### src/rtl/lhm_pkg.sv
package lhm_pkg;

  localparam int APB_AW = 5;
  localparam int CFG_IW = 3;
  localparam int MS_W   = 26;

  localparam logic [CFG_IW-1:0] REG_ENABLE     = 3'd0;
  localparam logic [CFG_IW-1:0] REG_STAB_ON    = 3'd1;
  localparam logic [CFG_IW-1:0] REG_MIN_HOSTS  = 3'd2;
  localparam logic [CFG_IW-1:0] REG_RATIO_Q16  = 3'd3;
  localparam logic [CFG_IW-1:0] REG_WARN_SEC   = 3'd4;
  localparam logic [CFG_IW-1:0] REG_FATAL_SEC  = 3'd5;

  localparam logic [31:0]   SILENCE_LIMIT_MS = 32'd5000;
  localparam logic [31:0]   ERROR_HOLD_MS    = 32'd1000;
  localparam logic [MS_W-1:0] MS_PER_SEC     = 26'd1000;

  typedef enum logic [2:0] {
    CODE_NONE             = 3'd0,
    CODE_LINK_DOWN        = 3'd1,
    CODE_TRANSMISSION     = 3'd2,
    CODE_DISCONNECTING    = 3'd3,
    CODE_FATAL_DISCONNECT = 3'd4,
    CODE_ABORTING         = 3'd5
  } code_t;

  typedef enum logic [1:0] {
    FN_TICK  = 2'd0,
    FN_ABORT = 2'd1,
    FN_RETRY = 2'd2
  } func_t;

  typedef struct packed {
    logic            enabled;
    logic            stab_on;
    logic [7:0]      min_hosts;
    logic [15:0]     ratio_q16;
    logic [MS_W-1:0] warn_ms;
    logic [MS_W-1:0] fatal_ms;
  } cfg_t;

  typedef struct packed {
    func_t       func;
    logic [31:0] now_ms;
    logic        check_allowed;
    logic        session_present;
    logic        conn_present;
    logic        has_remote;
    logic        rx_idle;
    logic        link_up;
    logic [7:0]  remote_count;
    logic        session_fault;
    logic        ratio_over;
  } stage_t;

  typedef struct packed {
    code_t       cur_code;
    code_t       shown_code;
    logic [31:0] silence_start;
    logic [31:0] last_error_ms;
    logic [31:0] loss_start;
  } state_t;

  typedef struct packed {
    code_t error_code;
    logic  code_changed;
    logic  is_fatal;
  } res_t;

endpackage

### src/rtl/lhm_eval.sv
module lhm_eval
  import lhm_pkg::*;
(
  input  cfg_t   cfg,
  input  stage_t s,
  input  state_t state,
  output state_t state_next,
  output res_t   res
);

  logic [31:0] st;
  logic [31:0] sms;
  logic [31:0] ls;
  logic [31:0] unst;
  code_t       code;

  always_comb begin
    st         = state.silence_start;
    sms        = '0;
    ls         = state.loss_start;
    unst       = '0;
    code       = CODE_NONE;
    state_next = state;
    res.error_code   = state.cur_code;
    res.code_changed = 1'b0;

    case (s.func)
      FN_ABORT: begin
        state_next.cur_code   = CODE_ABORTING;
        state_next.shown_code = CODE_ABORTING;
        res.error_code        = CODE_ABORTING;
        res.code_changed      = (state.shown_code != CODE_ABORTING);
      end
      FN_RETRY: state_next.shown_code = CODE_NONE;
      FN_TICK: begin
        if (!cfg.enabled) begin
          state_next.cur_code = CODE_NONE;
          res.error_code      = CODE_NONE;
        end else begin
          if (s.check_allowed && s.session_present) begin
            if (s.conn_present && s.has_remote && s.rx_idle) begin
              st = (state.silence_start == '0) ? s.now_ms : state.silence_start;
              state_next.silence_start = st;
              sms = s.now_ms - st;
              if ((sms > SILENCE_LIMIT_MS && s.remote_count > 8'd1) || !s.link_up) begin
                state_next.last_error_ms = s.now_ms;
                code = CODE_TRANSMISSION;
              end
            end else if ((s.now_ms - state.last_error_ms) > ERROR_HOLD_MS) begin
              state_next.silence_start = '0;
              state_next.last_error_ms = '0;
            end

            if (s.conn_present && code == CODE_NONE && cfg.stab_on &&
                s.remote_count >= cfg.min_hosts) begin
              if (s.ratio_over) begin
                ls = (state.loss_start == '0) ? s.now_ms : state.loss_start;
                state_next.loss_start = ls;
                unst = s.now_ms - ls;
                if (unst > 32'(cfg.warn_ms))  code = CODE_TRANSMISSION;
                if (unst > 32'(cfg.fatal_ms)) code = CODE_FATAL_DISCONNECT;
              end else begin
                state_next.loss_start = '0;
              end
            end

            if (!s.has_remote && s.session_fault && state_next.last_error_ms != '0)
              code = CODE_DISCONNECTING;
          end

          if (s.check_allowed && code != CODE_TRANSMISSION && !s.link_up)
            code = (state.shown_code != CODE_ABORTING) ? CODE_LINK_DOWN : CODE_ABORTING;

          state_next.cur_code   = code;
          state_next.shown_code = code;
          res.error_code        = code;
          res.code_changed      = (state.shown_code != code);
        end
      end
      default: ;
    endcase

    res.is_fatal = (res.error_code == CODE_FATAL_DISCONNECT) ||
                   (res.error_code == CODE_ABORTING);
  end

endmodule

### config.mk
export PLATFORM = sky130hd
export DESIGN_NAME = lhm_eval
export DESIGN_NICKNAME = d
export VERILOG_FILES = /design/src/rtl/lhm_pkg.sv /design/src/rtl/lhm_eval.sv
export SDC_FILE = /design/constraint.sdc
export NUM_CORES = 1
export LEC_CHECK = 0
export ABC_CLOCK_PERIOD_IN_PS = 16500
export CAP_MARGIN = 20
export CORE_MARGIN = 2
export CORE_UTILIZATION = 34
export DETAILED_ROUTE_END_ITERATION = 16
export DONT_BUFFER_PORTS = 1
export GPL_TIMING_DRIVEN = 0
export PLACE_DENSITY = 0.55
export SLEW_MARGIN = 15
export SYNTH_ARGS = -nofsm -noshare
export SYNTH_HDL_FRONTEND = slang
export SYNTH_SLANG_ARGS = --single-unit
### constraint.sdc
create_clock -name vclk -period 16.5
set_input_delay 3.3 -clock vclk [all_inputs]
set_output_delay 3.3 -clock vclk [all_outputs]
set_load 0.03 [all_outputs]
==> impl_metrics.py <==
metrics = {
    "setup_path": {
        "path_class": "primary input to output pin",
        "critPathSlowestCell": "nor4b_1",
        "critPathArrivalTime_ps": 12390,
        "slowest_delay_ps": 880,
        "cp.required_ps": 13200,
        "startpoint_type": "primary input",
        "crit_top_cell": "a21oi_1",
        "cp-end-kind": "output pin",
        "cp_max_fo": 10,
    },
    "drt": {
        "route.vias.total": 12300,
        "vias_per_cell": 6.31,
        "ant_nets": 0,
        "dr.pass1.iters": 6,
        "wire_per_inst_um": 23.1,
        "drc": 0,
        "routed_wl_mm": 45.1,
        "dr.first_iter.drc_count": 922,
    },
    "die": {
        "die_w_um": 176,
        "die_h_um": 176,
        "start_util_pct": 34.3,
        "core_area_sq_um": 29500,
        "dieArea_sq_um": 31100,
        "pin_count": 337,
        "row_count": 63,
    },
    "place": {
        "gp_congestion": 0.961,
        "io_buffers": 0,
        "post-place-cells": 1947,
        "placed_area_sq_um": 10600,
        "dp_hpwl_mm": 38.1,
    },
    "finish": {
        "ff_latch_area_sq_um": 0,
        "diodes": 0,
        "final_cell_count_no_fill": 1947,
        "drive_gt1_share_pct": 4.37,
        "final_cell_area_sq_um": 10600,
        "area_growth_pct": 5.02,
        "flops_and_latches": 0,
        "nClkBuffers": 0,
        "nets": 1937,
    },
    "synthesis": {
        "synthDistinctLibCells": 96,
        "syn-instance-count": 1554,
        "synth_top_area_share_pct": 17.9,
        "ys_warn_count": 0,
        "yosysSeqAreaShare_pct": 0,
        "synth_nets": 1932,
        "yosysTopAreaCell": "ha_1",
        "syn_area_per_cell_sq_um": 6.51,
        "synthTopCellsByArea": "ha_1 18%, a21oi_1 9.6%, o21ai_0 5.2%",
        "syn_area_sq_um": 10100,
    },
    "global_route": {
        "grtUsageTotal_pct": 27.0,
        "grt_first_pass_wirelength_mm": 65.1,
        "grt_max_degree": 12,
        "antenna_found_initial": 0,
        "grt_pass1_vias": 11100,
        "grt_overflow": 0,
    },
    "timing": {
        "setup_viol": 0,
        "finalCritPeriodShare_pct": 95.1,
        "hold_violations": 0,
        "rsz0062_at_grt": "false",
        "max_freq_ghz": 0.0637,
        "final.min_clock_period_ps": 15690,
        "relSlewSlack_pct": 23.4,
        "worstMarginPinSlew_ps": 1140,
        "fin_tns_setup_ps": 0,
        "slew_viol_final": 0,
    },
    "power": {
        "peakVddDrop_uv": 12.6,
        "p_leak_nw": 4.78,
        "totalPowerFinal_uw": 413,
        "p_per_area_nw_per_um2": 38.9,
    },
    "worst_hold_path": {
        "min_path_type": "primary input to output pin",
        "whs_endpoint": "state_next[26]",
        "whs_path_depth": 2,
        "hp-start": "state[26]",
    },
    "clock_tree": {
        "holdBufCountCts": 0,
        "post_cts.repair.setup_buffers": 0,
        "cts_resized": 0,
    },
    "run_status": {
        "outcome": "complete, no violations",
    },
    "flow_run": {
        "drv_cap": 0,
    },
}
## layout by cell type (no fill, tap or decap), types with 8 or more instances in the layout
| master | count |
|---|---|
| and3_1 | 15 |
| a21o_1 | 65 |
| a22o_1 | 34 |
| inv_1 | 121 |
| nor4_1 | 36 |
| o21a_1 | 22 |
| ha_1 | 145 |
| and2_1 | 8 |
| nand2b_1 | 35 |
| nor4_2 | 8 |
| clkbuf_1 | 48 |
| nand2_1 | 118 |
| xnor2_1 | 29 |
| nor3_1 | 33 |
| a31oi_1 | 20 |
| mux2i_1 | 14 |
| nand3_1 | 36 |
| nor2b_1 | 26 |
| o21ai_1 | 8 |
| nand4_1 | 35 |
| nor2_1 | 131 |
| o21ai_0 | 106 |
| or3_1 | 12 |
| o211ai_1 | 20 |
| a211oi_1 | 20 |
| buf_2 | 14 |
| xor2_1 | 22 |
| a21oi_1 | 193 |
## cell usage after synthesis (6+ instances only)
library cell and instances:
a21oi_1 193, ha_1 145, nor2_1 131, inv_1 121, nand2_1 118, o21ai_0 106
a21o_1 65, clkbuf_1 48, nand3_1 36, nor4_1 36, nand2b_1 35, nand4_1 35
a22o_1 34, nor3_1 33, xnor2_1 29, nor2b_1 26, o21a_1 22, xor2_1 22
a211oi_1 20, a31oi_1 20, o211ai_1 20, and3_1 15, mux2i_1 14, buf_2 13
or3_1 12, and2_1 8, nor4_2 8, o21ai_1 8, and4_1 7, o2111ai_1 7
a2111oi_0 6, nand3b_1 6, nand4b_1 6, o21bai_1 6, o22ai_1 6, o31ai_1 6
or2_2 6
## layout make-up
| class | count | area [sq um] |
|---|---|---|
| Tap cell | 390 | 488 |
| Fill cell | 3307 | 18900 |
| Buffer | 72 | 314 |
| Inverter | 121 | 454 |
| Timing Repair Buffer | 3 | 20.0 |
| Multi-Input combinational cell | 1361 | 9340 |
## power by group
group / total (mW) / internal [mW] / switching [mW]
Combinational: 0.413 / 0.156 / 0.257
Sequential: 0 / 0 / 0
Clock: 0 / 0 / 0
## worst max-delay path by stage
stage               startpoint              to  slack, ps  depth (start not counted)
CTS                  state[16]  state_next[97]        980                         36
finish               state[16]  state_next[97]        810                         31
global placement     state[16]  state_next[97]        370                         30
global route         state[16]  state_next[97]        160                         36
floorplan            state[24]  state_next[97]       3340                         35
detailed placement   state[16]  state_next[97]       1030                         36
## per-stage QoR
stage | hold WS [ps] | setup slack [ps] | util [%]
after detailed placement | 6840 | 1030 | 36.0
after global routing | 6840 | 159 | 36.0
after floorplan | 6830 | 3340 | -
after global placement | 6840 | 366 | 35.9
after CTS | 6840 | 980 | 36.0
final | 6840 | 810 | 36.0
## metal layers
layer	share of wire (%)	vias to the layer above	global-route usage, %
met5	0	-	0
met4	4.9	0	11.2
met3	8.3	93	4.26
met1	43	5760	35.9
met2	44	570	43.4
li1	-	5853	-
## cell families after synthesis
logic type	count (synthesis)	share of synthesized area [%]
compound gates	603	39.3
xor+xnor	51	4.42
fa+ha+maj	148	18.5
buf+inv	193	7.60
mux	17	1.76
simple gates	542	28.4
## critical path: cells and delay by family
kind                     cells  cell delay, ps
adder cells (fa/ha/maj)      2             640
buffers and inverters        2             620
AO/OA/AOI/OAI               15            3970
multiplexers                 1             130
AND/OR/NAND/NOR             10            3530
XOR/XNOR                     1             200
Power figures use the tool's default switching activity.
