$ cat config.mk
export PLATFORM = sky130hd
export DESIGN_NAME = lhm_regs
export DESIGN_NICKNAME = d
export VERILOG_FILES = /design/src/rtl/lhm_pkg.sv /design/src/rtl/lhm_regs.sv
export SDC_FILE = /design/constraint.sdc
export NUM_CORES = 1
export LEC_CHECK = 0
export BUFFER_PORTS_ARGS = -buffer_cell sky130_fd_sc_hd__buf_4
export CORE_ASPECT_RATIO = 0.75
export CORE_MARGIN = 5
export CORE_UTILIZATION = 50
export CTS_CLUSTER_SIZE = 24
export DETAILED_ROUTE_END_ITERATION = 8
export GPL_TIMING_DRIVEN = 0
export PLACE_DENSITY_LB_ADDON = 0.1
export SYNTH_ARGS = -nofsm -noshare
export SYNTH_HDL_FRONTEND = slang
export SYNTH_SLANG_ARGS = --single-unit
export TNS_END_PERCENT = 1
$ cat constraint.sdc
create_clock -name clk -period 4.9 [get_ports clk]
set_input_delay 0.98 -clock clk [delete_from_list [all_inputs] [get_ports clk]]
set_output_delay 0.98 -clock clk [all_outputs]
set_load 0.1 [all_outputs]
$ cat src/rtl/lhm_pkg.sv
package lhm_pkg;

  localparam int APB_AW = 5;
  localparam int CFG_IW = 3;
  localparam int MS_W   = 26;

  localparam logic [CFG_IW-1:0] REG_ENABLE     = 3'd0;
  localparam logic [CFG_IW-1:0] REG_STAB_ON    = 3'd1;
  localparam logic [CFG_IW-1:0] REG_MIN_HOSTS  = 3'd2;
  localparam logic [CFG_IW-1:0] REG_RATIO_Q16  = 3'd3;
  localparam logic [CFG_IW-1:0] REG_WARN_SEC   = 3'd4;
  localparam logic [CFG_IW-1:0] REG_FATAL_SEC  = 3'd5;

  localparam logic [31:0]   SILENCE_LIMIT_MS = 32'd5000;
  localparam logic [31:0]   ERROR_HOLD_MS    = 32'd1000;
  localparam logic [MS_W-1:0] MS_PER_SEC     = 26'd1000;

  typedef enum logic [2:0] {
    CODE_NONE             = 3'd0,
    CODE_LINK_DOWN        = 3'd1,
    CODE_TRANSMISSION     = 3'd2,
    CODE_DISCONNECTING    = 3'd3,
    CODE_FATAL_DISCONNECT = 3'd4,
    CODE_ABORTING         = 3'd5
  } code_t;

  typedef enum logic [1:0] {
    FN_TICK  = 2'd0,
    FN_ABORT = 2'd1,
    FN_RETRY = 2'd2
  } func_t;

  typedef struct packed {
    logic            enabled;
    logic            stab_on;
    logic [7:0]      min_hosts;
    logic [15:0]     ratio_q16;
    logic [MS_W-1:0] warn_ms;
    logic [MS_W-1:0] fatal_ms;
  } cfg_t;

  typedef struct packed {
    func_t       func;
    logic [31:0] now_ms;
    logic        check_allowed;
    logic        session_present;
    logic        conn_present;
    logic        has_remote;
    logic        rx_idle;
    logic        link_up;
    logic [7:0]  remote_count;
    logic        session_fault;
    logic        ratio_over;
  } stage_t;

  typedef struct packed {
    code_t       cur_code;
    code_t       shown_code;
    logic [31:0] silence_start;
    logic [31:0] last_error_ms;
    logic [31:0] loss_start;
  } state_t;

  typedef struct packed {
    code_t error_code;
    logic  code_changed;
    logic  is_fatal;
  } res_t;

endpackage

$ cat src/rtl/lhm_regs.sv
module lhm_regs
  import lhm_pkg::*;
(
  input  logic              clk,
  input  logic              rst,
  input  logic              psel,
  input  logic              penable,
  input  logic              pwrite,
  input  logic [APB_AW-1:0] paddr,
  input  logic [31:0]       pwdata,
  output logic [31:0]       prdata,
  output cfg_t              cfg
);

  logic [15:0]       warn_sec;
  logic [15:0]       fatal_sec;
  logic              wr;
  logic [CFG_IW-1:0] idx;

  assign wr  = psel && penable && pwrite;
  assign idx = paddr[APB_AW-1:2];

  always_ff @(posedge clk) begin
    if (rst) begin
      cfg.enabled   <= 1'b1;
      cfg.stab_on   <= 1'b0;
      cfg.min_hosts <= '0;
      cfg.ratio_q16 <= '0;
      cfg.warn_ms   <= '0;
      cfg.fatal_ms  <= '0;
      warn_sec      <= '0;
      fatal_sec     <= '0;
    end else if (wr) begin
      unique case (idx)
        REG_ENABLE:    cfg.enabled   <= pwdata[0];
        REG_STAB_ON:   cfg.stab_on   <= pwdata[0];
        REG_MIN_HOSTS: cfg.min_hosts <= pwdata[7:0];
        REG_RATIO_Q16: cfg.ratio_q16 <= pwdata[15:0];
        REG_WARN_SEC: begin
          warn_sec    <= pwdata[15:0];
          cfg.warn_ms <= MS_W'(pwdata[15:0]) * MS_PER_SEC;
        end
        REG_FATAL_SEC: begin
          fatal_sec    <= pwdata[15:0];
          cfg.fatal_ms <= MS_W'(pwdata[15:0]) * MS_PER_SEC;
        end
        default: ;
      endcase
    end
  end

  always_comb begin
    unique case (idx)
      REG_ENABLE:    prdata = {31'd0, cfg.enabled};
      REG_STAB_ON:   prdata = {31'd0, cfg.stab_on};
      REG_MIN_HOSTS: prdata = {24'd0, cfg.min_hosts};
      REG_RATIO_Q16: prdata = {16'd0, cfg.ratio_q16};
      REG_WARN_SEC:  prdata = {16'd0, warn_sec};
      REG_FATAL_SEC: prdata = {16'd0, fatal_sec};
      default:       prdata = '0;
    endcase
  end

endmodule

==> flow_summary.ini, run 1 <==
[grt]
overflow = 0
grt_pass1_vias = 5727
grt_max_degree = 19
antenna_found_initial = 0
grt_pass1_wl_um = 30900
grt_usage = 0.236

[worst_setup_path]
crit_slowest_cell = fa_1
crit_path_start_kind = input port
crit_chain = buf_12, inv_6, fa_1, inv_2, ha_4, xnor2_2, fa_1, fa_1, inv_2, ha_4, a21o_1, a221o_1, a21oi_4, o211ai_1, xor2_2, nand2_1, a21oi_2
crit_type = input port to flip-flop
cp_common_cell = fa_1
end_kind = flip-flop
cp.arrival_ns = 5.14
slowest_delay_ns = 0.57
worstPathRequired_ns = 5.19
cp_max_fo = 4

[place]
dpl.hpwl_um = 14800
routabilityCongestion = 0.876
port_buffers = 110
dpl_cell_area_mm2 = 0.00809
dp.cells = 1117

[layout]
drive_above_1_share = 0.245
diodes = 0
final_area_mm2 = 0.00885
finalCoreUtilization = 0.646
fin_nets = 1114
layout.cells.non_filler = 1145
area_growth_pct = 27.0

[synth]
synth_area_leader_cell = dfxtp_1
synth_area_leaders = dfxtp_1, fa_1, ha_1
yosys_register_bits = 100
synth_top_area_share = 0.288
synth_area_mm2 = 0.00696
yosys_warnings = 0
netlist_instances = 811
synth.distinct_cells = 56
syn_area_per_cell_um2 = 8.59
seq_area_frac_synth = 0.288

[power]
internal_power_mw = 2.32
swShare = 0.458
p_switching_mw = 1.96
finalPower_mw = 4.28
ir_drop_uv = 327
p_leak_nw = 3.90
seq_power_share = 0.195
power_density_mw_per_mm2 = 484
clkPwrFrac = 0.200
combPwrFrac = 0.605

[routing]
dr_total_vias = 6070
drtIter0Drc = 419
drc = 0
totalWireLength_um = 19800
ant_nets = 0
vias_per_cell = 5.30
drtPass1Iterations = 5
routedWlPerCell_um = 17.3

[clock_tree]
clock_latency_ns = 0.35
clockBufferDepth = 2
htreeDepth = 3
clkTransAtPathRegs_ns = 0.07
cts_tree = yes
cts-buffers-inserted = 9
clockRootBuffer = clkbuf_16
cts_sinks = 100

[job]
maxCapViolCount = 0

[floorplanning]
die_w_um = 146
row_count = 37
die_height_um = 112
pin_count = 152
start_util = 0.508
die_area_mm2 = 0.0164
core_region_area_mm2 = 0.0137

[sta]
fmax_ghz = 0.206
relSlewSlack = 0.388
drv_slew = 0
finalSetupTns_ns = 0
worstMarginPinSlew_ns = 0.914
hold_viol = 0
fin_crit_sh = 0.991
finClkSkew_ns = 0
fin_crit_ns = 4.86
rsz0062_at_grt = true
setup_violations = 0

[status]
status = completed

[worst_hold_path]
min_path_type = flip-flop to flip-flop
-- sequential cells by signal (all words and copies together), names as in the netlist --
name / flops
fatal_sec: 16
cfg: 68
warn_sec: 16
-- cell usage after synthesis (all sizes together) --
| master | n |
|---|---|
| nor3b | 3 |
| xor2 | 5 |
| conb | 1 |
| a31o | 2 |
| nand2b | 4 |
| inv | 83 |
| xnor2 | 11 |
| ha | 55 |
| a21oi | 90 |
| and4 | 2 |
| o2111ai | 1 |
| fa | 52 |
| nand2 | 163 |
| nand4b | 4 |
| a31oi | 3 |
| a21o | 8 |
| clkbuf | 27 |
| buf | 36 |
| and3 | 6 |
| a22o | 4 |
| o22ai | 8 |
| a211oi | 7 |
| mux2i | 34 |
| o211ai | 2 |
| dlymetal6s2s | 1 |
| or4 | 5 |
| nor4 | 3 |
| nand4 | 1 |
| or3 | 1 |
| a221oi | 2 |
| nor2b | 3 |
| nor2 | 34 |
| nand3b | 4 |
| nor3 | 6 |
| and2b | 1 |
| a221o | 2 |
| o21a | 2 |
| dfxtp | 100 |
| a32o | 1 |
| nand3 | 12 |
| and2 | 1 |
| o221ai | 1 |
| o21ai | 20 |
-- layout make-up --
type / instances / area, um^2
clock inverter: 7 / 128
inverter: 83 / 339
timing repair buffer: 122 / 961
sequential: 100 / 2000
buffer: 64 / 417
multi-input combinational: 585 / 4560
clock buffer: 9 / 225
fill: 1205 / 4860
tap: 175 / 219
-- worst max-delay path: cells and delay by family --
family | cells | cell delay [ns]
AO/OA/AOI/OAI | 5 | 1.22
XOR/XNOR | 2 | 0.47
adder cells (fa/ha/maj) | 5 | 2.13
buffers and inverters | 4 | 0.22
AND/OR/NAND/NOR | 1 | 0.11
-- metrics by stage --
step	hold WS [ns]	worst slack, ns
after floorplan	0.436	0.00669
after global placement	0.441	-0.682
after detailed placement	0.446	-0.690
after CTS	0.456	-0.0106
after global routing	0.472	-0.0631
final	0.455	0.0440
-- final timing paths --
path,start,end,slack (ns),cells past startpoint
hold / removal,fatal_sec[12],fatal_sec[12],0.46,2
hold reg to reg,fatal_sec[12],fatal_sec[12],0.46,2
setup / recovery,pwdata[2],cfg[48],0.04,17
setup reg to reg,cfg[51],cfg[51],4.19,2
-- layer usage --
layer	up-vias	share of wire	GRT usage
li1	2949	-	-
met1	2878	0.49	0.363
met2	221	0.42	0.338
met3	22	0.073	0.0504
met4	0	0.013	0.0514
met5	-	0	0
-- cell families (layout without fill, tap and decap cells) --
family	Yosys count	after routing	share of synthesized area
AO/OA/AOI/OAI	153	153	0.130
XOR/XNOR	16	16	0.0201
adder cells (fa/ha/maj)	107	107	0.248
buffers and inverters	147	285	0.104
flip-flops	100	100	0.288
multiplexers	34	34	0.0489
other	1	22	0.000539
AND/OR/NAND/NOR	253	253	0.160
-- what timing repair did --
action	4_1_cts	5_1_grt
setup endpoints to repair	12	24
pin swaps	1	24
hold buffers	0	0
gates resized for setup	12	59
buffers inserted	4	8
-- cell usage in the layout, fill, tap and decap left out, types with 5 or more instances in the layout --
master      Yosys  routed
clkinvlp_4      0       6
buf_6           5       7
xnor2_1        11       8
mux2i_1        34      34
buf_4          27     144
conb_1          1      22
fa_1           52      51
nand2_1       163     162
a21oi_2         1       5
a211oi_1        7       5
nand3_1        12      12
ha_4            0       5
o21ai_0        15      14
o22ai_1         8       7
or4_1           5       5
dfxtp_1       100     100
ha_1           55      45
clkbuf_16       0       9
ha_2            0       5
clkbuf_1       24      24
a21o_1          7       7
a21oi_1        89      83
inv_2           0       7
inv_1          83      69
nor2_1         33      32
-- power groups by stage --
stage / Sequential (mW) / Combinational [mW] / Clock (mW)
finish: 0.836 / 2.59 / 0.855
global route: 0.838 / 2.82 / 0.894
CTS: 0.836 / 2.25 / 0.864
detailed placement: 0.855 / 2.14 / 0
global placement: 0.855 / 2.14 / 0
floorplan: 0.948 / 1.54 / 0
(Power assumes the default switching activity.)
==> run 2: changes to the inputs <==
--- a/config.mk
+++ b/config.mk
@@ -5,6 +5,7 @@
 export SDC_FILE = /design/constraint.sdc
 export NUM_CORES = 1
 export LEC_CHECK = 0
+export ABC_AREA = 1
 export BUFFER_PORTS_ARGS = -buffer_cell sky130_fd_sc_hd__buf_4
 export CORE_ASPECT_RATIO = 0.75
 export CORE_MARGIN = 5
@@ -13,6 +14,7 @@
 export DETAILED_ROUTE_END_ITERATION = 8
 export GPL_TIMING_DRIVEN = 0
 export PLACE_DENSITY_LB_ADDON = 0.1
+export SLEW_MARGIN = 40
 export SYNTH_ARGS = -nofsm -noshare
 export SYNTH_HDL_FRONTEND = slang
 export SYNTH_SLANG_ARGS = --single-unit
==> run 2 against run 1 <==
  * Worst hold slack better by 0.050 ns
  * Count of clock-buffer cells in the layout grew 1
  * Sequential power is 0.8% lower
  * Combinational power down 18%
  * Via count increased by 4.9%
  * Maximum frequency up 4.2%
  * Wire length fell by 6.8%
  * Non-clock buffer count decreased by 18
  * First-iteration DRC count grew 15%
  * Synthesized cell count increased by 16%
  * Die area up 1.9%
  * Clock power fell by 17%
  * Critical path type unchanged
  * Critical endpoint is now cfg[49]
  * Largest power group unchanged
==> flow_summary.ini, run 2 <==
[status]
status = completed

[layout]
layout.cells.non_filler = 1266
largest-register = cfg
largest_reg_flops = 68
area_growth_pct = 20.2
fin_nets = 1235
diodes = 0
layout_commonest_cell = inv_1
drive_above_1_share = 0.172
finalCoreUtilization = 0.617
fillers = 1279
final_cell_mix = inv_1, nand2_1, buf_4
top_regs = cfg x68, fatal_sec x16, warn_sec x16
ff_latch_area_mm2 = 0.00200
multi_input_area_mm2 = 0.00416

[synth]
ys_top_cells_by_count = inv_1, nand2_1, dfxtp_1, nor2_1, a21oi_1
synth_area_leader_cell = dfxtp_1
synth_area_mm2 = 0.00710
seq_area_frac_synth = 0.282
yosys_warnings = 0
yosys_most_used_dff = dfxtp_1
async_flop_share = 0
synth_area_leaders = dfxtp_1, fa_1, ha_1
synth_most_common_cell = inv_1
synth_edf_count = 0
syn_area_per_cell_um2 = 7.53
yosys_register_bits = 100
synth_top_area_share = 0.282
synth.distinct_cells = 32
netlist_instances = 943

[place]
port_buffers = 111
routabilityCongestion = 0.925
dp.cells = 1250
dpl.hpwl_um = 14800

[grt]
grt_pass1_wl_um = 29900
grt_usage = 0.222
overflow = 0
antenna_found_initial = 0
grt_pass1_vias = 5770
grt_max_degree = 19

[power]
finalPower_mw = 3.68
power_density_mw_per_mm2 = 431
combPwrFrac = 0.580
internal_power_mw = 1.89
p_leak_nw = 4.56
swShare = 0.486
p_switching_mw = 1.78
ir_drop_uv = 260
seq_power_share = 0.226
clkPwrFrac = 0.194

[worst_setup_path]
cp_common_cell = nand2_1
r2r_cells = 2
end_kind = flip-flop
crit_type = input port to flip-flop
endpoint = cfg[49]
crit_path_start_kind = input port
cp_max_fo = 7
crit-reg2reg-launch = cfg[71]
crit_chain = buf_4, clkinvlp_4, fa_1, fa_1, fa_1, fa_1, inv_1, ha_1, nand2_1, inv_1, a21oi_1, nand3_1, nand2_1, nand2_1, nand2_1, nand3_1, nand2_1, inv_1
slowest_delay_ns = 0.62
rrSetupSlack_ns = 4.18
worstPathRequired_ns = 5.15
crit_slowest_cell = fa_1
crit_start = pwdata[5]
r2r_end = cfg[71]
cp.arrival_ns = 4.91

[sta]
hold_ws_ns = 0.505
setup_violations = 0
hold_viol = 0
finalSetupTns_ns = 0
relSlewSlack = 0.590
worstMarginPinSlew_ns = 0.615
finClkSkew_ns = 0
fin_crit_sh = 0.951
fmax_ghz = 0.215
drv_slew = 0
fin_crit_ns = 4.66
rsz0062_at_grt = false

[clock_tree]
clkTransAtPathRegs_ns = 0.08
htreeDepth = 3
clockBufferDepth = 2
clock_latency_ns = 0.34
cts_sinks = 100
cts-buffers-inserted = 9
clockRootBuffer = clkbuf_16
cts_tree = yes
holdBufCountCts = 0

[floorplanning]
core_region_area_mm2 = 0.0138
die_height_um = 113
pin_count = 152
row_count = 37
die_area_mm2 = 0.0167
start_util = 0.513
die_w_um = 148

[routing]
ant_nets = 0
drc = 0
totalWireLength_um = 18400
drtIter0Drc = 483
routedWlPerCell_um = 14.6
dr_total_vias = 6370
drtPass1Iterations = 5
vias_per_cell = 5.03

[worst_hold_path]
min_path_type = flip-flop to flip-flop

[job]
maxCapViolCount = 0
run 2: cell types whose count changed in the layout (fill, tap and decap cells not counted), moves of 7 or more:
cell,change
mux2i_1,-34
a22oi_1,+8
a21oi_1,-12
buf_2,+8
ha_1,+10
clkbuf_1,-15
a21o_1,-7
nor2_1,+66
o21ai_0,+55
nand3_1,+52
inv_1,+91
run 2: routing by layer:
metal / wire length [um] / track usage / vias to the layer above
met5: 0 / 0 / -
met2: 7700 / 0.330 / 218
met4: 245 / 0.0459 / 0
li1: - / - / 3211
met1: 9110 / 0.337 / 2920
met3: 1390 / 0.0392 / 21
run 2: area by class of cell:
class                           count  area share
Clock buffer                       10      0.0280
Buffer                             57      0.0457
Multi-Input combinational cell    640       0.488
Timing Repair Buffer              111      0.0976
Clock inverter                      6     0.00601
Sequential cell                   100       0.235
Tap cell                          175      0.0257
Inverter                          167      0.0748
run 2: how the worst min path moves through the flow:
stage                       startpoint      endpoint  depth (start not counted)
after floorplan           fatal_sec[0]  fatal_sec[0]                          2
after global placement         cfg[68]       cfg[68]                          2
after detailed placement       cfg[68]       cfg[68]                          2
after CTS                      cfg[68]       cfg[68]                          2
after global routing           cfg[14]       cfg[14]                          2
final                          cfg[68]       cfg[68]                          2
run 2: what timing repair did:
| action | CTS | global route |
|---|---|---|
| buffers inserted | 0 | 0 |
| setup endpoints to repair | 0 | 6 |
| resized for setup | 0 | 3 |
run 2: logic make-up (layout without fill, tap and decap cells):
group / Yosys count / in the layout / synth area share
AO/OA/AOI/OAI: 163 / 163 / 0.120
XOR/XNOR: 10 / 10 / 0.0123
adder cells (fa/ha/maj): 107 / 107 / 0.243
buffers and inverters: 224 / 351 / 0.143
flip-flops: 100 / 100 / 0.282
other: 1 / 22 / 0.000528
AND/OR/NAND/NOR: 338 / 338 / 0.198
run 2: power by group through the flow:
stage	Clock (mW)	Sequential [mW]	Combinational (mW)
floorplan	0	0.900	1.58
global placement	0	0.848	2.08
detailed placement	0	0.848	2.10
CTS	0.725	0.829	2.12
global route	0.752	0.831	2.43
finish	0.713	0.829	2.13
run 2: worst max-delay path: cells and delay by family:
kind	cells	cell delay (ns)
fa+ha+maj	5	2.42
simple gates	7	0.78
compound gates	1	0.23
buf+inv	5	0.51
run 2: stage by stage:
| step | setup slack, ns | instance area (um^2) |
|---|---|---|
| after global placement | -0.169 | 8230 |
| after detailed placement | -0.162 | 8230 |
| after global routing | 0.0324 | 8540 |
| after CTS | 0.199 | 8520 |
| after floorplan | 0.475 | 7180 |
| final | 0.241 | 8540 |
==> run 3: changes to the inputs <==
--- a/config.mk
+++ b/config.mk
@@ -9,7 +9,7 @@
 export BUFFER_PORTS_ARGS = -buffer_cell sky130_fd_sc_hd__buf_4
 export CORE_ASPECT_RATIO = 0.75
 export CORE_MARGIN = 5
-export CORE_UTILIZATION = 50
+export CORE_UTILIZATION = 56
 export CTS_CLUSTER_SIZE = 24
 export DETAILED_ROUTE_END_ITERATION = 8
 export GPL_TIMING_DRIVEN = 0
==> constraint.sdc (replaced) <==
create_clock -name clk -period 4.3 [get_ports clk]
set_input_delay 0.86 -clock clk [delete_from_list [all_inputs] [get_ports clk]]
set_output_delay 0.86 -clock clk [all_outputs]
set_load 0.1 [all_outputs]
==> run 3 against run 2 <==
  * Total power grew 26%
  * Critical endpoint is now cfg[42]
  * Via count grew 4.0%
  * Die area shrank 9.9%
  * Clock skew is the same
==> flow_summary.ini, run 3 (synthesized netlist as in run 2, its figures left out) <==
[sta]
relSlewSlack = 0.575
drv_slew = 0
fin_crit_ns = 4.20
finClkSkew_ns = 0
hold_ws_ns = 0.512
fmax_ghz = 0.238
setup_violations = 0
hold_viol = 0
worstMarginPinSlew_ns = 0.638
fin_crit_sh = 0.978

[worst_setup_path]
r2r_end = cfg[67]
crit_type = input port to flip-flop
r2r_cells = 2
crit_slowest_cell = fa_1
slowest_delay_ns = 0.58
worstPathRequired_ns = 4.54
cp.arrival_ns = 4.44
cp_common_cell = fa_1
rrSetupSlack_ns = 3.59
end_kind = flip-flop
crit_path_start_kind = input port
crit-reg2reg-launch = cfg[67]
cp_max_fo = 4
crit_chain = buf_4, clkinvlp_4, fa_1, fa_1, fa_1, fa_1, inv_1, ha_4, nand2_2, nor2_2, nand3_1, buf_4, nand4_1, nand3_1, o211ai_1, inv_1

[routing]
ant_nets = 0
drtIter0Drc = 438
vias_per_cell = 5.18
dr_total_vias = 6623
totalWireLength_um = 19200
drtPass1Iterations = 5
routedWlPerCell_um = 15.0
drc = 0

[worst_hold_path]
min_path_type = flip-flop to flip-flop
holdPathStages = 2
hold_path_end = cfg[68]
min_from = cfg[68]

[status]
status = completed

[grt]
antenna_found_initial = 0
grt_pass1_wl_um = 29600
grt_pass1_vias = 5907
grt_max_degree = 17
overflow = 0
grt_usage = 0.245

[clock_tree]
cts_sinks = 100
clockRootBuffer = clkbuf_16
cts_tree = yes
htreeDepth = 3
clock_latency_ns = 0.34
clockBufferDepth = 2
clkTransAtPathRegs_ns = 0.07
cts-buffers-inserted = 9

[place]
port_buffers = 111
dp.cells = 1241
routabilityCongestion = 0.881
dpl.hpwl_um = 14500

[power]
power_density_mw_per_mm2 = 516
ir_drop_uv = 405
finalPower_mw = 4.62
p_leak_nw = 4.64

[layout]
layout_commonest_cell = buf_4
finalCoreUtilization = 0.725
final_cell_mix = buf_4, inv_1, nand2_1
layout.cells.non_filler = 1279
largest-register = cfg
drive_above_1_share = 0.237
area_growth_pct = 26.1
multi_input_area_mm2 = 0.00441
fillers = 1042
diodes = 0
ff_latch_area_mm2 = 0.00200
top_regs = cfg x68, fatal_sec x16, warn_sec x16
fin_nets = 1257
largest_reg_flops = 68

[floorplanning]
die_height_um = 108
row_count = 35
core_region_area_mm2 = 0.0123
die_w_um = 140
pin_count = 152
start_util = 0.575
die_area_mm2 = 0.0151

[job]
maxCapViolCount = 0
run 3: changes by cell type in the layout (fill, tap and decap cells not counted), sizes merged:
cell,change
inv,-12
clkinv,+5
buf,+22
clkinvlp,+7
run 3: through the flow:
step,area (um^2),TNS [ns],setup slack (ns)
detailed placement,8230,-12.83,-0.643
CTS,8650,0,0.0160
global route,8950,-0.0654,-0.0418
finish,8950,0,0.0965
floorplan,7190,0,0.00507
global placement,8230,-12.11,-0.647
run 3: worst max-delay path, delay by kind of cell:
| family | cells | cell delay (ns) |
|---|---|---|
| AND/OR/NAND/NOR | 5 | 0.60 |
| AO/OA/AOI/OAI | 1 | 0.11 |
| adder cells (fa/ha/maj) | 5 | 2.30 |
| buffers and inverters | 5 | 0.57 |
run 3: how the worst max path moves through the flow:
stage,end,slack (ns),from,cells past startpoint
final,cfg[42],0.1,pwdata[8],16
after floorplan,cfg[49],0.005,pwdata[6],17
after global placement,cfg[23],-0.65,pwdata[7],18
after global routing,cfg[38],-0.04,pwdata[0],14
after CTS,cfg[51],0.02,pwdata[9],19
after detailed placement,cfg[23],-0.64,pwdata[7],18
run 3: final cells by class:
type                    instances  share of cell area
repair buffers                133               0.112
inverters                     167              0.0746
plain buffers                  57              0.0436
well taps                     166              0.0232
flip-flops and latches        100               0.224
clock buffers                  10              0.0256
multi-input cells             640               0.493
clock inverters                 6             0.00461
run 3: power by group:
| group | internal [mW] | switching (mW) | total [mW] | leakage [nW] |
|---|---|---|---|---|
| registers | 0.938 | 0.00717 | 0.945 | 0.807 |
| clock network | 0.393 | 0.374 | 0.768 | 0.136 |
| logic | 1.06 | 1.85 | 2.91 | 3.70 |
run 3: routing by layer:
| metal | track usage | routed length (um) | vias to the layer above |
|---|---|---|---|
| met2 | 0.386 | 8640 | 259 |
| met5 | 0 | 0 | - |
| met4 | 0.0498 | 196 | 0 |
| li1 | - | - | 3258 |
| met3 | 0.0373 | 1520 | 20 |
| met1 | 0.360 | 8830 | 3086 |
run 3: repair_timing:
action                     CTS  global route
buffers inserted            14             8
hold endpoints to repair     0             0
gates resized for setup     12            49
hold buffers                 0             0
setup endpoints to repair   20            27
pin swaps                    0            26
